**src/sv/mbe_pkg.sv**
```systemverilog
`default_nettype none

package mbe_pkg;

    localparam int COORD_W   = 32;
    localparam int WIDE_W    = 64;
    localparam int FRAC_BITS = 28;
    localparam int COUNT_W   = 24;
    localparam int GLYPH_W   = 3;

    localparam int ESCAPE_RADIUS = 2;

    localparam logic [COUNT_W-1:0] MAX_RESET = 24'd1000000;

    // Escape when floor((x*x + y*y) / 2^F) >= 4 * 2^F
    localparam logic [WIDE_W-1:0] ESC_LIMIT =
        WIDE_W'(ESCAPE_RADIUS * ESCAPE_RADIUS) << FRAC_BITS;

    localparam logic signed [WIDE_W-1:0] WIDE_MAX = 64'sd2147483647;
    localparam logic signed [WIDE_W-1:0] WIDE_MIN = -64'sd2147483648;

    localparam logic [GLYPH_W-1:0] GLYPH_DOT   = 3'd0;
    localparam logic [GLYPH_W-1:0] GLYPH_PCT   = 3'd1;
    localparam logic [GLYPH_W-1:0] GLYPH_AT    = 3'd2;
    localparam logic [GLYPH_W-1:0] GLYPH_SPACE = 3'd3;
    localparam logic [GLYPH_W-1:0] GLYPH_HASH  = 3'd4;

    typedef struct packed {
        logic load;
        logic mul;
        logic step;
        logic mark_escape;
        logic emit;
    } mbe_cmd_t;

    typedef struct packed {
        logic at_limit;
        logic escape_hit;
        logic out_free;
    } mbe_status_t;

    // Clamp a wide signed value to the coordinate range.
    function automatic logic signed [COORD_W-1:0] sat_coord(
        input logic signed [WIDE_W-1:0] v
    );
        logic signed [COORD_W-1:0] r;
        if (v > WIDE_MAX)
        begin
            r = WIDE_MAX[COORD_W-1:0];
        end
        else if (v < WIDE_MIN)
        begin
            r = WIDE_MIN[COORD_W-1:0];
        end
        else
        begin
            r = v[COORD_W-1:0];
        end
        return r;
    endfunction

endpackage

`default_nettype wire

```
**src/sv/mbe_ctrl.sv**
```systemverilog
`default_nettype none

module mbe_ctrl (
    input  wire logic                 clk,
    input  wire logic                 rst_n,
    input  wire logic                 in_valid,
    output logic                      in_ready,
    input  wire mbe_pkg::mbe_status_t status,
    output mbe_pkg::mbe_cmd_t         cmd
);

    typedef enum logic [3:0] {
        S_IDLE   = 4'b0001,
        S_MUL    = 4'b0010,
        S_TEST   = 4'b0100,
        S_FINISH = 4'b1000
    } state_t;

    state_t state_reg;
    state_t state_next;

    always_ff @(posedge clk or negedge rst_n)
    begin
        if (!rst_n)
        begin
            state_reg <= S_IDLE;
        end
        else
        begin
            state_reg <= state_next;
        end
    end

    always_comb
    begin
        state_next = state_reg;
        cmd        = '0;
        in_ready   = 1'b0;
        case (state_reg)
            S_IDLE:
            begin
                in_ready = 1'b1;
                if (in_valid)
                begin
                    cmd.load   = 1'b1;
                    state_next = S_MUL;
                end
            end
            S_MUL:
            begin
                // limit check comes before the magnitude test
                if (status.at_limit)
                begin
                    state_next = S_FINISH;
                end
                else
                begin
                    cmd.mul    = 1'b1;
                    state_next = S_TEST;
                end
            end
            S_TEST:
            begin
                if (status.escape_hit)
                begin
                    cmd.mark_escape = 1'b1;
                    state_next      = S_FINISH;
                end
                else
                begin
                    cmd.step   = 1'b1;
                    state_next = S_MUL;
                end
            end
            S_FINISH:
            begin
                if (status.out_free)
                begin
                    cmd.emit   = 1'b1;
                    state_next = S_IDLE;
                end
            end
            default:
            begin
                state_next = S_IDLE;
            end
        endcase
    end

    a_load_to_mul: assert property (@(posedge clk) disable iff (!rst_n)
        cmd.load |=> state_reg == S_MUL)
        else $error("load did not start the iteration loop");

    a_emit_to_idle: assert property (@(posedge clk) disable iff (!rst_n)
        cmd.emit |=> state_reg == S_IDLE)
        else $error("emit did not return to idle");

    a_test_after_mul: assert property (@(posedge clk) disable iff (!rst_n)
        state_reg == S_TEST |-> $past(cmd.mul))
        else $error("magnitude test without fresh products");

endmodule

`default_nettype wire

```
**config.mk**
```make
export PLATFORM = sky130hd
export DESIGN_NAME = mbe_ctrl
export DESIGN_NICKNAME = d
export VERILOG_FILES = /design/src/sv/mbe_pkg.sv /design/src/sv/mbe_ctrl.sv
export SDC_FILE = /design/constraint.sdc
export NUM_CORES = 1
export LEC_CHECK = 0
export ABC_AREA = 0
export BUFFER_PORTS_ARGS = -buffer_cell sky130_fd_sc_hd__buf_4
export CAP_MARGIN = 10
export CORE_AREA = 2 2 39 41
export CTS_CLUSTER_SIZE = 30
export DETAILED_ROUTE_END_ITERATION = 8
export DIE_AREA = 0 0 41 43
export PLACE_DENSITY = 0.43
export SETUP_SLACK_MARGIN = 0.1
export SKIP_LAST_GASP = 1
export SYNTH_ARGS = -nofsm -noshare
export SYNTH_HDL_FRONTEND = slang
export SYNTH_SLANG_ARGS = --single-unit
```
**constraint.sdc**
```tcl
create_clock -name clk -period 1.1 [get_ports clk]
set_input_delay 0.22 -clock clk [delete_from_list [all_inputs] [get_ports clk]]
set_output_delay 0.22 -clock clk [all_outputs]
set_load 0.01 [all_outputs]
```
### Word-level counts from Yosys, hierarchy flattened

Cells that the tools add are included.

* flip-flop bits (word level): 4
* word-level logic and storage cells: 23
* output and inout port bits: 6
* bits of input ports: 6

* mux-type cells: 15
* eq/ne operators: 6
* reduce and logical (&&, ||, !) cells: 1

Operators by type and width (number)
* two-way mux 4 bit: 4
* one-hot mux 4 bit (4 select lines): 1
* two-way mux 1 bit: 9
* == test 4 x 1 -> 1 bit (second input constant): 1
* == test 4 x 2 -> 1 bit (second input constant): 1
* == test 4 x 3 -> 1 bit (second input constant): 1
* == test 4 bit (second input constant): 1
* inequality test 2 bit (second input constant): 2
* two-way mux 2 bit: 1
* AND reduction 2 bit: 1

### Logic depth before layout (Yosys ltp)

Gate-level depths: netlist of the first run.

* word-level depth: 3
* gate-level depth with buffers: 3
* mapped depth without buffers: 3

### Worst setup path before layout of the first run

No wires, ideal clock.

* kind: reg-to-output
* start point: register state_reg[0]
* end point: output port cmd[4] (netlist name)
* path buffers: 0
* cell stages (with the launch flop): 3
* arrival: 1082 ps
* slack: -202 ps
* data required time: 880 ps
* path through: dfstp_2 nor4b_2 and2_4

RTL lines
* start: declaration: RTL line mbe_ctrl.sv:19 `state_t state_reg;`
* start signal: assignment: RTL line mbe_ctrl.sv:30 `state_reg <= state_next;`
* end: declaration: RTL line mbe_ctrl.sv:9 `output mbe_pkg::mbe_cmd_t cmd`

==> reports/metrics.csv, run 1 <==
stage,metric,value,unit
sta,fin_crit_sh,138,%
clock_network,clock-sinks,4,
detailed_routing,drtIter0Drc,4,
detailed_routing,drt-wirelength-per-cell,11.2,µm
floorplanning,start_util,17.1,%
global_routing,overflow,0,
cells_and_area,drive_gt1_share,72.9,%
detailed_routing,postRouteAntennaNets,0,
sta,hold_viol,0,
floorplanning,ios,12,
detailed_routing,routed-via-count,267,
place,port_buffers,11,
clock_network,insertion_delay,250,ps
synth,synth_area_leader_cell,dfrtp_1,
floorplanning,core-area,1380,µm²
power,p_switching,0.309,mW
floorplanning,dieHeight,43,µm
cells_and_area,area_growth,108,%
synth,synth_seq_cells,4,
power,p_int,0.668,mW
place,post-place-ws,-164,ps
place,hpwlAfterDp,531,µm
synth,synth_area,236,µm²
sta,slew_viol_final,0,
synth,synth.net_count,29,
sta,slew_headroom,83.2,%
worst_setup_path,cp-end-kind,output port,
synth,ys_types,17,
sta,finalHoldWorstSlack,155,ps
global_routing,grt_pass1_vias,258,
worst_setup_path,startpoint_type,register,
power,power_frac_clock,22.0,%
worst_setup_path,required,880,ps
place,place_congestion,0.657,
synth,synthTopCellsByArea,"dfrtp_1 (32%), dfstp_2 (11%), nor2b_1 (7.9%)",
detailed_routing,wl,718,µm
floorplanning,dieArea,1760,µm²
clock_network,cts_max_path_buffers,2,
cells_and_area,stdcell_area,493,µm²
synth,yosys_warnings,0,
sta,tns,-2850,ps
sta,worstMarginPinSlew,252,ps
sta,fmax,657,MHz
cells_and_area,fill_cells,144,
clock_network,path_clk_slew,40,ps
synth,seq_area_frac_synth,42.9,%
sta,period_minus_slack,1520,ps
clock_network,cts_tree,yes,
worst_setup_path,crit_path_max_fanout,4,
run,cap_violations,0,
global_routing,antenna_found_initial,0,
outcome,failed_checks,setup timing,
outcome,status,"complete, but fails checks",
synth,synth_cells,23,
worst_setup_path,crit_arrival,1300,ps
clock_network,cts_buffers,3,
sta,finalSetupViolCount,10,
clock_network,htreeDepth,1,
cells_and_area,largest_reg_flops,4,
worst_setup_path,worstSetupPathType,reg -> out,
global_routing,gr-usage-all-layers,9.67,%
sta,skew,3.07,ps
detailed_routing,first_pass_iters,3,
power,p_leak,0.241,nW
cells_and_area,final_net_count,55,
synth,synth.top_cell.area_share,31.7,%
power,vdd_drop_max,0.000814,V
global_routing,grt_first_pass_wirelength,1.05,mm
power,p_comb_share,50.5,%
synth,syn_avg_cell_area,10.3,µm²
floorplanning,rows,14,
power,pwr-share-seq,27.5,%
detailed_routing,drc,0,
power,switching_share,31.6,%
sta,rsz0062_at_grt,true,
floorplanning,die_x,41,µm
global_routing,grt_max_degree,6,
place,dpl_cell_area,430,µm²
detailed_routing,vias_per_cell,4.17,
power,p_per_area,1980,nW/µm²
sta,fin_ws,-422,ps
cells_and_area,antenna_cells,0,
worst_hold_path,hp-class,in -> reg,
clock_network,cts_root_buffer,clkbuf_4,
## layout by cell type, fill, tap and decap left out, drive strengths merged
cell type / n
a21o: 1
dfrtp: 3
buf: 20
nand2: 1
o21ai: 1
nor2b: 3
nor4b: 2
and4b: 1
clkbuf: 4
dfstp: 1
o21bai: 2
a211oi: 1
and3: 1
dlygate4sd3: 1
nand2b: 1
nor2: 3
and2: 1
nand3b: 1
## worst max-delay path: stages, from the launching register on
cell and delay, ps:
dfrtp_2 440, nor4b_2 320, nor2b_4 180, buf_4 110
## power groups by stage
stage | Combinational (mW) | Sequential (mW) | Clock (mW)
6_report | 0.494 | 0.268 | 0.215
3_5_place_dp | 0.426 | 0.266 | 0
4_1_cts | 0.471 | 0.265 | 0.226
5_1_grt | 0.535 | 0.276 | 0.238
3_3_place_gp | 0.428 | 0.263 | 0
2_1_floorplan | 0.220 | 0.257 | 0
## synthesized netlist by cell type
library cell,number
a211oi_1,1
a21o_1,1
and2_4,1
and3_1,1
and4b_1,1
dfrtp_1,3
dfstp_2,1
nand2_1,1
nand2b_1,1
nand3b_1,1
nor2_1,3
nor2b_1,3
nor4b_1,1
nor4b_2,1
o21ai_0,1
o21bai_1,1
o21bai_2,1
## final timing paths
kind                                           from                        to  slack, ps  cells past startpoint
setup / recovery           state_reg[3]$_DFFE_PN0P_                    cmd[3]       -420                      3
hold / removal                            status[2]  state_reg[2]$_DFFE_PN0P_        150                      2
setup reg to reg           state_reg[0]$_DFFE_PN1P_  state_reg[3]$_DFFE_PN0P_       -160                      5
hold reg to reg            state_reg[0]$_DFFE_PN1P_  state_reg[3]$_DFFE_PN0P_        670                      2
max in group asynchronous                     rst_n  state_reg[0]$_DFFE_PN1P_        600                      2
min in group asynchronous                     rst_n  state_reg[2]$_DFFE_PN0P_        310                      2
## metrics by stage
| step | utilization (%) | power (mW) | std cells |
|---|---|---|---|
| 2_1_floorplan | - | 0.477 | 23 |
| 3_3_place_gp | 31.1 | 0.691 | 57 |
| 3_5_place_dp | 31.1 | 0.691 | 57 |
| 4_1_cts | 34.9 | 0.962 | 63 |
| 5_1_grt | 35.6 | 1.05 | 64 |
| 6_report | 35.6 | 0.978 | 64 |
## final cells by class
cell class	instances	area [µm²]	share of cell area (%)
sequential	4	104	21.1
tap	16	20.0	4.06
timing repair buffer	21	168	34.0
multi-input combinational	19	175	35.5
clock buffer	4	26.3	5.33
## routing by layer
layer | share of wire (%) | global-route usage (%)
met1 | 42 | 11.0
met2 | 49 | 11.9
met3 | 6.4 | 6.28
met4 | 2.4 | 8.00
met5 | 0 | 0
## cell families (layout without fill, tap and decap cells)
logic type,Yosys count,count (layout),synth area share (%)
buffers and inverters,0,25,0
AOI/OAI and AO/OA,5,5,16.4
DFF,4,4,42.9
and+or+nand+nor,14,14,40.7
## timing repair
| action | in CTS | in global routing |
|---|---|---|
| hold buffers | 1 | 0 |
| endpoints found under the setup margin | 10 | 10 |
| resized for setup | 3 | 1 |
| setup buffers | 1 | 1 |
| pin swaps | 2 | 1 |
| endpoints found under the hold margin | 4 | 0 |
(Power assumes the default switching activity.)
==> run 2, diff against run 1 <==
--- a/config.mk
+++ b/config.mk
@@ -5,14 +5,14 @@
 export SDC_FILE = /design/constraint.sdc
 export NUM_CORES = 1
 export LEC_CHECK = 0
-export ABC_AREA = 0
+export ABC_AREA = 1
 export BUFFER_PORTS_ARGS = -buffer_cell sky130_fd_sc_hd__buf_4
 export CAP_MARGIN = 10
 export CORE_AREA = 2 2 39 41
 export CTS_CLUSTER_SIZE = 30
 export DETAILED_ROUTE_END_ITERATION = 8
 export DIE_AREA = 0 0 41 43
-export PLACE_DENSITY = 0.43
+export PLACE_DENSITY = 0.45
 export SETUP_SLACK_MARGIN = 0.1
 export SKIP_LAST_GASP = 1
 export SYNTH_ARGS = -nofsm -noshare
==> run 2 against run 1 <==
The flow still finishes with violations (setup timing). Combinational power increased by 28%. Sequential power increased by 8.6%. Worst hold slack improved by 12 ps. Die area unchanged. Via count increased by 6.7%. Setup slack improved by 150 ps. Clock skew increased by 1.8 ps. Critical endpoint unchanged. Largest power group unchanged.
==> reports/metrics.csv, run 2 <==
stage,metric,value,unit,change
sta,fmax,731,MHz,+11%
global_routing,antenna_found_initial,0,,unchanged
floorplanning,die_x,41,µm,unchanged
worst_setup_path,required,880,ps,about the same
synth,synth_edf_count,0,,unchanged
cells_and_area,final_net_count,64,,+16%
cells_and_area,final_common_cell,buf_4,,
cells_and_area,drive_gt1_share,66.7,%,-6.3 points
power,p_per_area,2300,nW/µm²,+16%
place,place_congestion,0.639,,-2.8%
clock_network,cts_root_buffer,clkbuf_4,,
floorplanning,dieHeight,43,µm,unchanged
place,placedCellCount,63,,+11%
outcome,status,"complete, but fails checks",,
synth,synth_area_leader_cell,dfrtp_1,,
power,vdd_drop_max,0.000694,V,-15%
floorplanning,rows,14,,unchanged
cells_and_area,fin_util,35.4,%,-0.27 points
clock_network,cts_max_path_buffers,2,,unchanged
synth,synth.net_count,40,,+38%
worst_setup_path,endpoint,cmd[3],,
cells_and_area,seq_area,101,µm²,-2.4%
worst_setup_path,cp-end-kind,output port,,
synth,synthTopCellsByArea,"dfrtp_1 (29%), dfstp_2 (10%), inv_1 (10%)",,
floorplanning,start_util,18.7,%,+1.6 points
sta,period_minus_slack,1370,ps,-154 ps
clock_network,clock-sinks,4,,unchanged
place,port_buffers,11,,unchanged
detailed_routing,routed-via-count,285,,+6.7%
global_routing,grt_max_degree,5,,-1
power,p_leak,0.265,nW,+10%
cells_and_area,multi_input_area,166,µm²,-5.0%
sta,fin_crit_sh,124,%,-14 points
global_routing,gr-usage-all-layers,9.27,%,-0.39 points
outcome,failed_checks,setup timing,,
detailed_routing,wl,649,µm,-9.6%
sta,slew_viol_final,0,,unchanged
detailed_routing,vias_per_cell,3.90,,-6.4%
clock_network,htreeDepth,1,,unchanged
cells_and_area,antenna_cells,0,,unchanged
synth,seq_area_frac_synth,39.1,%,-3.7 points
cells_and_area,final_cell_mix,"buf_4 (18), inv_1 (7), nor2_2 (6), clkbuf_4 (3), dfrtp_1 (3)",,
detailed_routing,postRouteAntennaNets,0,,unchanged
worst_setup_path,startpoint,state_reg[0]$_DFFE_PN1P_,,
detailed_routing,drc,0,,unchanged
place,hpwlAfterDp,480,µm,-9.6%
floorplanning,dieArea,1760,µm²,unchanged
global_routing,overflow,0,,unchanged
cells_and_area,layoutNonFillerInstCount,73,,+14%
worst_setup_path,startpoint_type,register,,
detailed_routing,drtIter0Drc,4,,unchanged
worst_setup_path,r2r-start,state_reg[3]$_DFFE_PN0P_,,
global_routing,grt_pass1_vias,282,,+9.3%
synth,post-synth-top-count-cell,inv_1,,
sta,hold_viol,0,,unchanged
synth,yosys_warnings,0,,unchanged
clock_network,insertion_delay,240,ps,about the same
synth,synth_seq_cells,4,,unchanged
cells_and_area,largest_reg_flops,4,,unchanged
floorplanning,ios,12,,unchanged
worst_hold_path,hp-class,in -> reg,,
detailed_routing,drt-wirelength-per-cell,8.89,µm,-21%
synth,synth_area,259,µm²,+9.5%
synth,synthFlopType,dfrtp_1,,
worst_setup_path,r2r_end,state_reg[1]$_DFFE_PN0P_,,
cells_and_area,area_growth,88.9,%,
clock_network,path_clk_slew,40,ps,about the same
clock_network,cts_tree,yes,,
clock_network,cts_buffers,3,,unchanged
detailed_routing,first_pass_iters,3,,unchanged
cells_and_area,fill_cells,154,,+6.9%
sta,worstMarginPinSlew,159,ps,-92.3 ps
synth,synth_cells,34,,+48%
global_routing,grt_first_pass_wirelength,1.08,mm,+2.7%
worst_setup_path,reg2reg_depth,6,,+1
synth,netlist_top_cells_count,"inv_1 (7), nor2_1 (6), nand3_1 (4)",,
run,cap_violations,0,,unchanged
floorplanning,core-area,1380,µm²,unchanged
sta,skew,4.90,ps,+1.83 ps
sta,finalSetupViolCount,8,,-2
synth,synth.top_cell.area_share,29.0,%,-2.8 points
worst_setup_path,crit_path_max_fanout,4,,unchanged
synth,ys_types,14,,-3
worst_setup_path,r2r_slack,-100,ps,+60 ps
synth,synthArstFlopShare,100,%,unchanged
sta,fin_ws,-268,ps,+154 ps
worst_setup_path,crit_arrival,1150,ps,-150 ps
worst_setup_path,worstSetupPathType,reg -> out,,
sta,rsz0062_at_grt,true,,
sta,slew_headroom,89.3,%,+6.2 points
synth,syn_avg_cell_area,7.62,µm²,-26%
-- run 2: cells by family (layout without fill, tap and decap cells) --
group           Yosys count  after routing  share of synthesized area, %
simple gates             19             19                          40.6
buf+inv                   8             31                          11.6
flops                     4              4                          39.1
compound gates            3              3                          8.70
-- run 2: stage by stage --
stage                     TNS (ps)  power (mW)  setup WS (ps)  instance area [µm²]  hold WS [ps]
after floorplan                  0       0.534           74.9                  269         -75.6
final                        -1640        1.12           -268                  489           167
after global placement       -27.7       0.735          -27.7                  387          17.8
after detailed placement     -21.8       0.729          -15.2                  387          18.4
after CTS                    -1440       0.982           -260                  442           161
after global routing         -2210        1.21           -326                  489           172
-- run 2: area by class of cell --
| type | count | area share [%] |
|---|---|---|
| timing repair buffer | 19 | 29.7 |
| sequential | 4 | 20.7 |
| tap | 16 | 4.09 |
| clock buffer | 4 | 5.37 |
| multi-input combinational | 22 | 34.0 |
| inverter | 8 | 6.14 |
-- run 2: power by group --
part,internal [mW],switching (mW)
clock network,0.136,0.0644
logic,0.334,0.297
registers,0.215,0.0763
total,0.685,0.438
-- run 2: timing repair --
action                                  in CTS  in global routing
endpoints found under the hold margin        4                  0
hold buffers                                 1                  0
endpoints found under the setup margin       8                  9
buffers inserted                             2                  3
pin swaps                                    3                  2
gates resized for setup                      1                  5
-- run 2: worst min-delay path by stage --
stage | to | start | slack (ps) | cells after the start
after detailed placement | state_reg[3]$_DFFE_PN0P_ | rst_n | 20 | 1
after global placement | state_reg[3]$_DFFE_PN0P_ | rst_n | 20 | 1
after global routing | state_reg[2]$_DFFE_PN0P_ | status[2] | 170 | 2
after floorplan | state_reg[1]$_DFFE_PN0P_ | rst_n | -80 | 0
after CTS | state_reg[2]$_DFFE_PN0P_ | status[2] | 160 | 2
final | state_reg[2]$_DFFE_PN0P_ | status[2] | 170 | 2
-- run 2: critical path, stage by stage, from the launching register on --
cell     delay (ps)
dfstp_2         600
nor2_2           70
nand2_2          80
nor2_2           40
buf_4           130
-- run 2: per-layer routing --
| metal | share of wire [%] | GRT usage (%) | vias to the layer above |
|---|---|---|---|
| li1 | - | - | 153 |
| met1 | 38 | 10.7 | 125 |
| met2 | 57 | 13.8 | 7 |
| met3 | 4.8 | 1.57 | 0 |
| met4 | 0 | 8.00 | 0 |
| met5 | 0 | 0 | - |
==> run 3, diff against run 2 <==
--- a/config.mk
+++ b/config.mk
@@ -12,7 +12,7 @@
 export CTS_CLUSTER_SIZE = 30
 export DETAILED_ROUTE_END_ITERATION = 8
 export DIE_AREA = 0 0 41 43
-export PLACE_DENSITY = 0.45
+export PLACE_DENSITY = 0.44
 export SETUP_SLACK_MARGIN = 0.1
 export SKIP_LAST_GASP = 1
 export SYNTH_ARGS = -nofsm -noshare
==> constraint.sdc (replaced) <==
create_clock -name clk -period 1.7 [get_ports clk]
set_input_delay 0.34 -clock clk [delete_from_list [all_inputs] [get_ports clk]]
set_output_delay 0.34 -clock clk [all_outputs]
set_load 0.01 [all_outputs]
==> run 3 against run 2 <==
The flow now finishes without violations. Total power fell by 51%. Highest routed layer unchanged. Largest power group unchanged. Die area is the same. Worst hold slack gained 110 ps. First-iteration DRC count stayed put. Critical path depth unchanged. Cell count decreased by 9.6%. Utilization shrank 6.6 points. Largest cell class unchanged. Critical path type unchanged. Clock power down 37%. Count of clock-buffer cells in the layout unchanged. Register-to-register slack better by 750 ps. Sequential power down 40%.
==> reports/metrics.csv, run 3 (synthesis gave the netlist of run 2 again) <==
stage,metric,value,unit,change
detailed_routing,routed-via-count,262,,-8.1%
floorplanning,core-area,1380,µm²,unchanged
detailed_routing,vias_per_cell,3.97,,+1.7%
run,cap_violations,0,,unchanged
cells_and_area,layoutNonFillerInstCount,66,,-9.6%
detailed_routing,drt-wirelength-per-cell,8.76,µm,-1.5%
floorplanning,ios,12,,unchanged
place,placedCellCount,61,,-3.2%
worst_setup_path,crit_arrival,1170,ps,+20 ps
worst_setup_path,required,1360,ps,+480 ps
place,post-place-ws,434,ps,+449 ps
sta,worstMarginPinSlew,197,ps,+37.6 ps
place,dpl_cell_area,362,µm²,-6.5%
worst_setup_path,slowest_delay,430,ps,-170 ps
clock_network,clock-sinks,4,,unchanged
sta,period_minus_slack,1510,ps,
sta,fin_crit_sh,88.6,%,
sta,hold_viol,0,,unchanged
clock_network,cts_max_path_buffers,2,,unchanged
floorplanning,dieArea,1760,µm²,unchanged
power,vdd_drop_max,0.000489,V,-30%
floorplanning,dieHeight,43,µm,unchanged
cells_and_area,stdcell_area,398,µm²,-19%
power,total_power,0.552,mW,-51%
cells_and_area,drive_gt1_share,46.0,%,-21 points
worst_setup_path,crit_path_max_fanout,4,,unchanged
worst_setup_path,worstSetupPathType,reg -> out,,
worst_setup_path,path_cells,"nor2_4, nand3_2, nor2_1, buf_4",,
sta,slew_viol_final,0,,unchanged
cells_and_area,final_net_count,57,,-11%
worst_setup_path,cp-end-kind,output port,,
place,place_congestion,0.708,,+11%
detailed_routing,drtIter0Drc,4,,unchanged
power,p_per_area,1390,nW/µm²,-40%
detailed_routing,wl,578,µm,-11%
clock_network,path_clk_slew,40,ps,about the same
cells_and_area,antenna_cells,0,,unchanged
sta,fmax,664,MHz,
place,port_buffers,11,,unchanged
cells_and_area,final_cell_mix,"buf_4 (11), inv_1 (7), nor2_1 (6), nand3_1 (4)",,
global_routing,gr-usage-all-layers,7.78,%,-1.5 points
clock_network,cts_root_buffer,clkbuf_4,,
clock_network,htreeDepth,1,,unchanged
global_routing,grt_pass1_vias,234,,-17%
power,p_leak,0.229,nW,-14%
floorplanning,start_util,18.7,%,unchanged
sta,rsz0062_at_grt,false,,
sta,skew,3.78,ps,-1.12 ps
clock_network,ctsResizeCount,0,,-1
worst_setup_path,critPathSlowestCell,dfrtp_1,,
outcome,status,finished clean,,
worst_setup_path,startpoint_type,register,,
clock_network,cts_tree,yes,,
cells_and_area,final_common_cell,buf_4,,
place,hpwlAfterDp,473,µm,-1.4%
detailed_routing,postRouteAntennaNets,0,,unchanged
cells_and_area,fin_util,28.8,%,-6.6 points
sta,tns,0,ps,+1640 ps
global_routing,grt_max_degree,5,,unchanged
clock_network,cts_buffers,3,,unchanged
floorplanning,die_x,41,µm,unchanged
clock_network,insertion_delay,230,ps,about the same
global_routing,antenna_found_initial,0,,unchanged
global_routing,overflow,0,,unchanged
global_routing,grt_first_pass_wirelength,910,µm,-15%
sta,fin_ws,193,ps,+461 ps
sta,slew_headroom,86.9,%,-2.5 points
detailed_routing,first_pass_iters,2,,-1
sta,finalHoldWorstSlack,279,ps,+112 ps
cells_and_area,area_growth,53.6,%,
worst_hold_path,hp-class,in -> reg,,
sta,finalSetupViolCount,0,,-8
cells_and_area,largest_reg_flops,4,,unchanged
detailed_routing,drc,0,,unchanged
floorplanning,rows,14,,unchanged
==> run 3: critical path: cells and delay by family (launching register included) <==
family        cells  cell delay (ps)
buf+inv           1              120
flops             1              430
simple gates      3              380
==> run 3: final timing paths <==
check | slack, ps | startpoint | cells past startpoint | endpoint
worst max-delay path | 190 | state_reg[3]$_DFFE_PN0P_ | 4 | cmd[4]
worst min-delay path | 280 | status[2] | 2 | state_reg[2]$_DFFE_PN0P_
worst max register to register | 650 | state_reg[0]$_DFFE_PN1P_ | 4 | state_reg[1]$_DFFE_PN0P_
worst min register to register | 570 | state_reg[0]$_DFFE_PN1P_ | 2 | state_reg[0]$_DFFE_PN1P_
max in group asynchronous | 1060 | rst_n | 2 | state_reg[0]$_DFFE_PN1P_
min in group asynchronous | 450 | rst_n | 2 | state_reg[3]$_DFFE_PN0P_
==> run 3: cell type report <==
type                       count  area, µm²
clock buffer                   4       26.3
timing repair buffer          12       92.6
fill                         156        986
tap                           16       20.0
sequential                     4        101
multi-input combinational     22        128
inverter                       8       30.0
==> run 3: layer usage <==
layer  vias to the layer above  part of all wire [%]  wire [µm]  track usage [%]
met5                         -                     0          0                0
met4                         0                     0          0             6.00
met3                         0                   5.5         32             1.57
met2                         7                    45        262             9.06
met1                       117                    49        283             11.8
li1                        138                     -          -                -
==> run 3: report_power, final <==
group | internal (mW) | switching [mW]
clock network | 0.0881 | 0.0393
registers | 0.138 | 0.0363
logic | 0.111 | 0.139
==> run 3: repair_timing <==
item	CTS	global route
buffers inserted	0	0
hold buffers	1	0
hold endpoints to repair	3	0
